File: src/design/wsfd_pkg.sv
`default_nettype none
// ----------------------------------------------------------------------------
// wsfd_pkg
// Shared types and constants for the websocket frame decoder.
// ----------------------------------------------------------------------------
package wsfd_pkg;

	localparam int KIND_W    = 4;
	localparam int PLEN_W    = 32;

	// frame kinds reported with frame_end
	localparam logic [KIND_W-1:0] KIND_TEXT       = 4'd0;
	localparam logic [KIND_W-1:0] KIND_TEXT_FRAG  = 4'd1;
	localparam logic [KIND_W-1:0] KIND_BIN        = 4'd2;
	localparam logic [KIND_W-1:0] KIND_BIN_FRAG   = 4'd3;
	localparam logic [KIND_W-1:0] KIND_PING       = 4'd4;
	localparam logic [KIND_W-1:0] KIND_PONG       = 4'd5;
	localparam logic [KIND_W-1:0] KIND_BAD_OP     = 4'd6;
	localparam logic [KIND_W-1:0] KIND_INCOMPLETE = 4'd7;
	localparam logic [KIND_W-1:0] KIND_TOO_LONG   = 4'd8;

	// opcodes
	localparam logic [3:0] OP_CONT   = 4'h0;
	localparam logic [3:0] OP_TEXT   = 4'h1;
	localparam logic [3:0] OP_BINARY = 4'h2;
	localparam logic [3:0] OP_PING   = 4'h9;
	localparam logic [3:0] OP_PONG   = 4'hA;

	// 7-bit length field codes
	localparam logic [6:0] LEN7_MAX   = 7'd125;
	localparam logic [6:0] LEN7_EXT16 = 7'd126;

	localparam logic [3:0] EXT_BYTES_16 = 4'd2;
	localparam logic [3:0] EXT_BYTES_64 = 4'd8;

	typedef struct packed {
		logic              has_byte;
		logic [7:0]        data_byte;
		logic              frame_end;
		logic [KIND_W-1:0] frame_kind;
		logic [PLEN_W-1:0] frame_len;
	} wsfd_result_t;

	function automatic logic [KIND_W-1:0] kind_of(input logic fin, input logic [3:0] opcode);
		logic [KIND_W-1:0] k;
		case (opcode)
			OP_CONT, OP_TEXT: k = fin ? KIND_TEXT : KIND_TEXT_FRAG;
			OP_BINARY:        k = fin ? KIND_BIN : KIND_BIN_FRAG;
			OP_PING:          k = KIND_PING;
			OP_PONG:          k = KIND_PONG;
			default:          k = KIND_BAD_OP;
		endcase
		return k;
	endfunction

endpackage
`default_nettype wire

File: src/design/websocket_frame_decoder_core.sv
`default_nettype none
// ----------------------------------------------------------------------------
// websocket_frame_decoder_core
// Byte-serial websocket frame decoder: header parse, mask key capture and
// payload unmasking, with frame kind and length on the closing result.
// ----------------------------------------------------------------------------
// a byte's result passes through the input register, then the result register
// throughput: one byte per cycle with out_ready high; parse state updates once per byte
// while a result waits, a byte is taken only into an empty input register
// reset: asynchronous, clears both valid flags and returns the parse state to the
//   first header byte
module websocket_frame_decoder_core #(
	parameter int LEN_BITS = 32
) (
	input  wire logic                          clk,
	input  wire logic                          arst_n,
	input  wire logic                          in_valid,
	output logic                               in_ready,
	input  wire logic [7:0]                    rx_byte,
	input  wire logic                          buffer_end,
	output logic                               out_valid,
	input  wire logic                          out_ready,
	output logic                               has_byte,
	output logic [7:0]                         data_byte,
	output logic                               frame_end,
	output logic [wsfd_pkg::KIND_W-1:0]        frame_kind,
	output logic [wsfd_pkg::PLEN_W-1:0]        frame_len
);
	import wsfd_pkg::*;

	logic         valid_s1;
	logic [7:0]   byte_s1;
	logic         last_s1;
	logic         out_valid_q;
	wsfd_result_t out_q;
	logic         stall;
	logic         step;
	logic         res_valid;
	wsfd_result_t res;

	assign stall    = out_valid_q && !out_ready;
	assign step     = valid_s1 && !stall;
	assign in_ready = !valid_s1 || !stall;

	always_ff @(posedge clk or negedge arst_n) begin
		if (!arst_n)
			valid_s1 <= 1'b0;
		else if (in_ready)
			valid_s1 <= in_valid;
	end

	always_ff @(posedge clk) begin
		if (in_ready && in_valid) begin
			byte_s1 <= rx_byte;
			last_s1 <= buffer_end;
		end
	end

	wsfd_parser #(
		.LEN_BITS (LEN_BITS)
	) u_parser (
		.clk       (clk),
		.arst_n    (arst_n),
		.step      (step),
		.rx_byte   (byte_s1),
		.last      (last_s1),
		.res_valid (res_valid),
		.res       (res)
	);

	always_ff @(posedge clk or negedge arst_n) begin
		if (!arst_n)
			out_valid_q <= 1'b0;
		else if (!stall)
			out_valid_q <= step && res_valid;
	end

	always_ff @(posedge clk) begin
		if (step && res_valid)
			out_q <= res;
	end

	assign out_valid  = out_valid_q;
	assign has_byte   = out_q.has_byte;
	assign data_byte  = out_q.data_byte;
	assign frame_end  = out_q.frame_end;
	assign frame_kind = out_q.frame_kind;
	assign frame_len  = out_q.frame_len;

	a_s1_holds: assert property (@(posedge clk) disable iff (!arst_n)
		valid_s1 && stall |=> valid_s1 && $stable(byte_s1) && $stable(last_s1))
		else $error("input register changed while the result side stalled");

	a_result_nonempty: assert property (@(posedge clk) disable iff (!arst_n)
		out_valid && !has_byte |-> frame_end && data_byte == 8'd0)
		else $error("result with neither payload byte nor frame end");

	a_kind_only_at_end: assert property (@(posedge clk) disable iff (!arst_n)
		out_valid && !frame_end |-> frame_kind == KIND_TEXT && frame_len == '0)
		else $error("frame kind or length outside a frame end");

	a_too_long_fields: assert property (@(posedge clk) disable iff (!arst_n)
		out_valid && frame_kind == KIND_TOO_LONG |-> !has_byte && frame_len == '0)
		else $error("too long result carries data");

endmodule
`default_nettype wire

File: src/design/wsfd_parser.sv
`default_nettype none
// ----------------------------------------------------------------------------
// wsfd_parser
// Frame parse state and per-byte decode: header, extended length, mask key
// and payload unmasking, one byte per step.
// ----------------------------------------------------------------------------
module wsfd_parser #(
	parameter int LEN_BITS = 32
) (
	input  wire logic                 clk,
	input  wire logic                 arst_n,
	input  wire logic                 step,
	input  wire logic [7:0]           rx_byte,
	input  wire logic                 last,
	output logic                      res_valid,
	output wsfd_pkg::wsfd_result_t    res
);
	import wsfd_pkg::*;

	localparam logic [2:0] PH_HDR0 = 3'd0;
	localparam logic [2:0] PH_HDR1 = 3'd1;
	localparam logic [2:0] PH_EXT  = 3'd2;
	localparam logic [2:0] PH_MASK = 3'd3;
	localparam logic [2:0] PH_BODY = 3'd4;
	localparam logic [2:0] PH_SKIP = 3'd5;

	localparam int CW = (LEN_BITS < PLEN_W) ? LEN_BITS : PLEN_W;

	logic [2:0]          phase_q, phase_d;
	logic                fin_q, fin_d;
	logic [3:0]          op_q, op_d;
	logic                mask_en_q, mask_en_d;
	logic [3:0]          ext_left_q, ext_left_d;
	logic                ovf_q, ovf_d;
	logic [LEN_BITS-1:0] flen_q, flen_d;
	logic [LEN_BITS-1:0] cnt_q, cnt_d;
	logic [31:0]         key_q, key_d;

	logic                header_done, body_start, complete, too_long, skip;
	logic                has;
	logic [7:0]          data, key_byte;
	logic [PLEN_W-1:0]   flen32;

	assign flen32 = PLEN_W'(flen_d[CW-1:0]);

	always_comb begin
		case (cnt_q[1:0])
			2'd0:    key_byte = key_q[31:24];
			2'd1:    key_byte = key_q[23:16];
			2'd2:    key_byte = key_q[15:8];
			default: key_byte = key_q[7:0];
		endcase
	end

	always_comb begin
		phase_d     = phase_q;
		fin_d       = fin_q;
		op_d        = op_q;
		mask_en_d   = mask_en_q;
		ext_left_d  = ext_left_q;
		ovf_d       = ovf_q;
		flen_d      = flen_q;
		cnt_d       = cnt_q;
		key_d       = key_q;
		header_done = 1'b0;
		body_start  = 1'b0;
		complete    = 1'b0;
		too_long    = 1'b0;
		skip        = 1'b0;
		has         = 1'b0;
		data        = '0;
		res_valid   = 1'b0;
		res         = '0;

		case (phase_q)
			PH_HDR0: begin
				fin_d      = rx_byte[7];
				op_d       = rx_byte[3:0];
				mask_en_d  = 1'b0;
				ext_left_d = '0;
				ovf_d      = 1'b0;
				flen_d     = '0;
				cnt_d      = '0;
				key_d      = '0;
				phase_d    = PH_HDR1;
			end
			PH_HDR1: begin
				mask_en_d = rx_byte[7];
				if (rx_byte[6:0] <= LEN7_MAX) begin
					flen_d      = LEN_BITS'(rx_byte[6:0]);
					header_done = 1'b1;
				end else begin
					ext_left_d = (rx_byte[6:0] == LEN7_EXT16) ? EXT_BYTES_16 : EXT_BYTES_64;
					phase_d    = PH_EXT;
				end
			end
			PH_EXT: begin
				// bits about to shift out of the length register
				if (flen_q[LEN_BITS-1 -: 8] != 8'd0)
					ovf_d = 1'b1;
				flen_d     = {flen_q[LEN_BITS-9:0], rx_byte};
				ext_left_d = ext_left_q - 4'd1;
				if (ext_left_d == 4'd0) begin
					if (ovf_d)
						too_long = 1'b1;
					else
						header_done = 1'b1;
				end
			end
			PH_MASK: begin
				key_d = {key_q[23:0], rx_byte};
				cnt_d = cnt_q + LEN_BITS'(1);
				if (cnt_q[1:0] == 2'd3)
					body_start = 1'b1;
			end
			PH_BODY: begin
				data  = rx_byte ^ key_byte;
				has   = 1'b1;
				cnt_d = cnt_q + LEN_BITS'(1);
				if (cnt_d == flen_q)
					complete = 1'b1;
			end
			default: begin
				// trailing bytes after a frame
				skip = 1'b1;
				if (last)
					phase_d = PH_HDR0;
			end
		endcase

		if (header_done) begin
			cnt_d = '0;
			if (mask_en_d)
				phase_d = PH_MASK;
			else
				body_start = 1'b1;
		end
		if (body_start) begin
			cnt_d = '0;
			if (flen_d == '0)
				complete = 1'b1;
			else
				phase_d = PH_BODY;
		end

		if (too_long) begin
			res_valid      = 1'b1;
			res.frame_end  = 1'b1;
			res.frame_kind = KIND_TOO_LONG;
			phase_d        = last ? PH_HDR0 : PH_SKIP;
		end else if (!skip) begin
			res.has_byte  = has;
			res.data_byte = data;
			if (complete) begin
				res_valid      = 1'b1;
				res.frame_end  = 1'b1;
				res.frame_kind = kind_of(fin_q, op_q);
				res.frame_len  = flen32;
				phase_d        = last ? PH_HDR0 : PH_SKIP;
			end else if (last) begin
				// buffer ran out mid-frame
				res_valid      = 1'b1;
				res.frame_end  = 1'b1;
				res.frame_kind = KIND_INCOMPLETE;
				if (phase_d == PH_MASK || phase_d == PH_BODY)
					res.frame_len = flen32;
				phase_d = PH_HDR0;
			end else begin
				res_valid = has;
			end
		end
	end

	always_ff @(posedge clk or negedge arst_n) begin
		if (!arst_n) begin
			phase_q    <= PH_HDR0;
			fin_q      <= 1'b0;
			op_q       <= '0;
			mask_en_q  <= 1'b0;
			ext_left_q <= '0;
			ovf_q      <= 1'b0;
			flen_q     <= '0;
			cnt_q      <= '0;
			key_q      <= '0;
		end else if (step) begin
			phase_q    <= phase_d;
			fin_q      <= fin_d;
			op_q       <= op_d;
			mask_en_q  <= mask_en_d;
			ext_left_q <= ext_left_d;
			ovf_q      <= ovf_d;
			flen_q     <= flen_d;
			cnt_q      <= cnt_d;
			key_q      <= key_d;
		end
	end

	a_ext_left_nonzero: assert property (@(posedge clk) disable iff (!arst_n)
		phase_q == PH_EXT |-> ext_left_q != 4'd0)
		else $error("extended length phase with no bytes left");

	a_body_count_below_len: assert property (@(posedge clk) disable iff (!arst_n)
		phase_q == PH_BODY |-> cnt_q < flen_q)
		else $error("payload count reached frame length inside body");

	a_key_count_small: assert property (@(posedge clk) disable iff (!arst_n)
		phase_q == PH_MASK |-> cnt_q < LEN_BITS'(4))
		else $error("mask key count out of range");

endmodule
`default_nettype wire
File: config.mk
export PLATFORM = sky130hd
export DESIGN_NAME = websocket_frame_decoder_core
export DESIGN_NICKNAME = d
export VERILOG_FILES = /design/src/design/wsfd_pkg.sv /design/src/design/websocket_frame_decoder_core.sv /design/src/design/wsfd_parser.sv
export SDC_FILE = /design/constraint.sdc
export NUM_CORES = 1
export LEC_CHECK = 0
export BUFFER_PORTS_ARGS = -buffer_cell sky130_fd_sc_hd__buf_4
export CORE_ASPECT_RATIO = 1.5
export CORE_MARGIN = 4
export CORE_UTILIZATION = 37
export DETAILED_ROUTE_END_ITERATION = 10
export GPL_TIMING_DRIVEN = 0
export HOLD_SLACK_MARGIN = 0.15
export RECOVER_POWER = 25
export SYNTH_ARGS = -nofsm -noshare
export SYNTH_HDL_FRONTEND = slang
export SYNTH_SLANG_ARGS = --single-unit
File: constraint.sdc
create_clock -name clk -period 5.42 [get_ports clk]
set_clock_uncertainty 0.1 [all_clocks]
set_input_delay 0.271 -clock clk [delete_from_list [all_inputs] [get_ports clk]]
set_output_delay 0.271 -clock clk [all_outputs]
set_load 0.03 [all_outputs]
==> impl_results.rst <==
.. list-table::
   :header-rows: 1

   * - Metric
     - Value
   * - CTS tree
     - done
   * - Gate count after technology mapping
     - 1003
   * - Category of the critical setup timing path
     - reg2reg
   * - Number of antenna violations at the first check in global routing
     - 0
   * - Period minus WS final
     - 4.55 ns
   * - Effective utilization at floorplan
     - 0.378
   * - Core area
     - 25300 sq um
   * - CTS root buf
     - sky130_fd_sc_hd__clkbuf_16
   * - CTS Hold Buffers Added
     - 13
   * - Final Hold Violating Endpoints
     - 0
   * - Met1 usage
     - 0.269
   * - Via Count
     - 8476
   * - Met2 Resource Use GR
     - 0.378
   * - Pre-CTS setup slack
     - 0.809 ns
   * - Synthesized flop and latch total
     - 167
   * - Largest stage delay on the critical path
     - 0.76 ns
   * - Setup Fix Bufs, Post-CTS
     - 0
   * - Cell taking the most area after synthesis
     - sky130_fd_sc_hd__dfrtp_1
   * - Global placer's final weighted congestion
     - 0.973
   * - CP max stage cell
     - sky130_fd_sc_hd__nor4_2
   * - Min-Delay Path Class
     - reg2reg
   * - Number of DRC markers after the initial detailed-route iteration
     - 722
   * - Crit path arrival time
     - 4.60 ns
   * - DRC Markers
     - 0
   * - Fmax
     - 220 MHz
   * - CP endpoint kind
     - flip-flop
   * - DR vias/cell
     - 5.89
   * - Avg Synthesized Cell Area
     - 9.54 sq um
   * - Failing checks
     - max-capacitance violations, max-slew violations
   * - Final number of max-transition violations
     - 115
   * - Post-synth EDFFs
     - 55
   * - H-Tree Depth
     - 4
   * - Cell Chain, Critical Path
     - buf_2, nand4_4, nor4_4, buf_2, nand2_1, nor4b_2, o2bb2ai_1, nor4_2, a21oi_2, a31oi_4, buf_16, buf_16
   * - Clock network fraction of design power
     - 0.260
   * - Net switching component of the power
     - 1970 uW
   * - Number of antenna diodes
     - 0
   * - Detailed placer's ending HPWL
     - 23300 um
   * - Final clock period utilization by the worst path
     - 0.839
   * - Number of global-route vias before repair
     - 8497
   * - M3 GR Usage
     - 0.0320
   * - WL final
     - 31500 um
   * - Ratio of cells with drive above 1 in the final layout
     - 0.122
   * - CP max FO
     - 21
   * - Combinational share of power
     - 0.389
   * - Status
     - finished with violations
   * - Power consumption
     - 4850 uW
   * - Cell internal power dissipation
     - 2880 uW
   * - Top library cells by usage in the layout, fill and taps aside
     - sky130_fd_sc_hd__dfrtp_1 (112), sky130_fd_sc_hd__nand2_1 (96), sky130_fd_sc_hd__nor2_1 (87)
   * - Mean routed wirelength per cell
     - 21.9 um
   * - Top cell type's share of synthesized area
     - 0.293
   * - Die area
     - 28500 sq um
   * - Most common cell after layout, fill and taps aside
     - sky130_fd_sc_hd__dfrtp_1
   * - Largest net degree at the start of global routing
     - 77
   * - Post-synth cell types
     - 76
   * - First-pass GRT wire length
     - 49000 um
   * - Area added between synthesis and finish
     - 17.3%
   * - Worst vdd rail ir drop
     - 0.298 mV
   * - Number of maximum-capacitance violations
     - 2
   * - Clock tree sinks
     - 167
   * - Kind of start point of the critical path
     - flip-flop
   * - Number of core rows
     - 71
   * - Sequential area share after synthesis
     - 0.466
   * - Leading register cell type out of synthesis
     - sky130_fd_sc_hd__dfrtp_1
   * - Clock-pin transition on the worst setup and hold timing paths
     - 0.06 ns
   * - Slew at the pin with the worst max-slew slack
     - 2.13 ns
   * - Post-CTS resize count
     - 0
   * - Number of primary I/O pins
     - 61
   * - Number of setup violations in the final report
     - 0
   * - Number of iterations in the first detailed-routing pass
     - 5
   * - Combined area of all synthesized cells
     - 9570 sq um
   * - PortBufs
     - 60
   * - Data required, critical path
     - 5.47 ns
   * - Overflow left after global routing
     - 0
   * - PwrDens
     - 432 nW/um^2
   * - Static Leak
     - 0.00444 uW
   * - Most used routing layer in global routing
     - met2
   * - Post-layout utilization of the core
     - 0.443
   * - Proportion of register bits with asynchronous set or reset after synthesis
     - 0.671
   * - Nets in the synthesized netlist
     - 1022
   * - Clock tree buffer depth
     - 2
   * - Horizontal die dimension
     - 139 um
   * - Final critical-path setup slack
     - 0.872 ns
   * - Cell types with the largest area share after synthesis
     - sky130_fd_sc_hd__dfrtp_1 (29%), sky130_fd_sc_hd__edfxtp_1 (17%), sky130_fd_sc_hd__a22o_1 (5.9%), sky130_fd_sc_hd__o21ai_0 (4.2%), sky130_fd_sc_hd__nand2_1 (3.8%)
   * - Post-detailed-route count of antenna-violating nets
     - 0
   * - DIE HEIGHT
     - 205 um
   * - Final net count
     - 1117
   * - Setup slack of the most critical reg-to-reg path
     - 0.87 ns
   * - Power share of the sequential group
     - 0.351
   * - Switching share of total power
     - 0.406
   * - Clk Latency, worst-skew pair
     - 0.44 ns
   * - Count of yosys warnings during synthesis
     - 0
   * - Total track usage
     - 0.222
   * - Max-slew headroom at the worst pin
     - -0.417
   * - Number of buffers inserted during clock tree synthesis
     - 17
   * - Setup repair after global routing missed its margin
     - no
## per-layer routing
layer | up-vias | share of wire
met1 | 4121 | 0.41
met2 | 308 | 0.49
li1 | 3954 | -
met5 | - | 0
met4 | 0 | 0.053
met3 | 93 | 0.047
## Yosys cell counts, types with 11 or more instances
| master | count |
|---|---|
| sky130_fd_sc_hd__clkbuf_1 | 63 |
| sky130_fd_sc_hd__nand2_1 | 96 |
| sky130_fd_sc_hd__nand4_1 | 25 |
| sky130_fd_sc_hd__nor3b_1 | 22 |
| sky130_fd_sc_hd__a22oi_1 | 16 |
| sky130_fd_sc_hd__inv_1 | 16 |
| sky130_fd_sc_hd__nor3_1 | 17 |
| sky130_fd_sc_hd__and2_1 | 12 |
| sky130_fd_sc_hd__o21ai_0 | 80 |
| sky130_fd_sc_hd__nor4_1 | 14 |
| sky130_fd_sc_hd__o41ai_1 | 13 |
| sky130_fd_sc_hd__edfxtp_1 | 55 |
| sky130_fd_sc_hd__xor2_1 | 11 |
| sky130_fd_sc_hd__a22o_1 | 64 |
| sky130_fd_sc_hd__xnor2_1 | 35 |
| sky130_fd_sc_hd__a21oi_1 | 53 |
| sky130_fd_sc_hd__nor2_1 | 87 |
| sky130_fd_sc_hd__o31ai_1 | 18 |
| sky130_fd_sc_hd__dfrtp_1 | 112 |
| sky130_fd_sc_hd__nand3_1 | 25 |
## through the flow
stage / TNS (ns) / std cells / cell area [sq um] / hold WS [ns]
floorplan: 0 / 1003 / 9570 / -0.125
CTS: 0 / 1439 / 11300 / 0.212
global placement: -19.30 / 1391 / 10400 / 0.349
finish: 0 / 1439 / 11200 / 0.388
detailed placement: 0 / 1394 / 10500 / 0.111
global route: 0 / 1439 / 11200 / 0.381
## kinds of logic (layout without fill, tap and decap cells)
kind of cell / Yosys count / count (layout) / share of synthesized area
AND/OR/NAND/NOR: 358 / 358 / 0.201
AO/OA/AOI/OAI: 316 / 316 / 0.227
flip-flops: 167 / 167 / 0.466
buffers and inverters: 101 / 209 / 0.0455
XOR/XNOR: 46 / 46 / 0.0421
multiplexers: 9 / 9 / 0.0103
adder cells (fa/ha/maj): 6 / 6 / 0.00785
## cell type report
class                           instances  area [sq um]
Sequential cell                       167          4450
Fill cell                            2485         14100
Inverter                               16          60.1
Tap cell                              328           410
Clock buffer                           21           450
Timing Repair Buffer                   76           637
Buffer                                 85           375
Multi-Input combinational cell        735          4690
Clock inverter                         11           146
## power groups by stage
stage	Clock (uW)	Sequential, uW	Combinational (uW)
final	1260	1700	1880
after global routing	1330	1720	2040
after CTS	1280	1700	1880
after detailed placement	0	1720	1870
after global placement	0	1730	1820
after floorplan	0	1880	1010
## state kept, by name (all words and copies together) (netlist names), 3 cells and up
| register | cells |
|---|---|
| u_parser.flen_q | 32 |
| u_parser.key_q | 32 |
| byte_s1 | 8 |
| u_parser.cnt_q | 32 |
| u_parser.phase_q | 3 |
| data_byte | 8 |
| u_parser.op_q | 4 |
| u_parser.ext_left_q | 4 |
| frame_len | 32 |
| frame_kind | 4 |
## worst max-delay path, delay by kind of cell, from the launching register on
kind | cells | cell delay, ns
compound gates | 3 | 0.94
buf+inv | 4 | 0.94
flops | 1 | 0.32
simple gates | 5 | 1.93
## worst paths after layout
check                                                 endpoint  cells past startpoint                           start
worst max-delay path               frame_len[17]$_SDFFCE_PP0P_                     12   u_parser.cnt_q[4]$_DFFE_PN0P_
max in group asynchronous       u_parser.flen_q[7]$_DFFE_PN0P_                      3                          arst_n
worst min-delay path            u_parser.mask_en_q$_DFFE_PN0P_                      2  u_parser.mask_en_q$_DFFE_PN0P_
worst max register to register     frame_len[17]$_SDFFCE_PP0P_                     12   u_parser.cnt_q[4]$_DFFE_PN0P_
worst min register to register  u_parser.mask_en_q$_DFFE_PN0P_                      2  u_parser.mask_en_q$_DFFE_PN0P_
min in group asynchronous       u_parser.key_q[29]$_DFFE_PN0P_                      2                          arst_n
No activity file was read; power rests on OpenSTA's default activity.
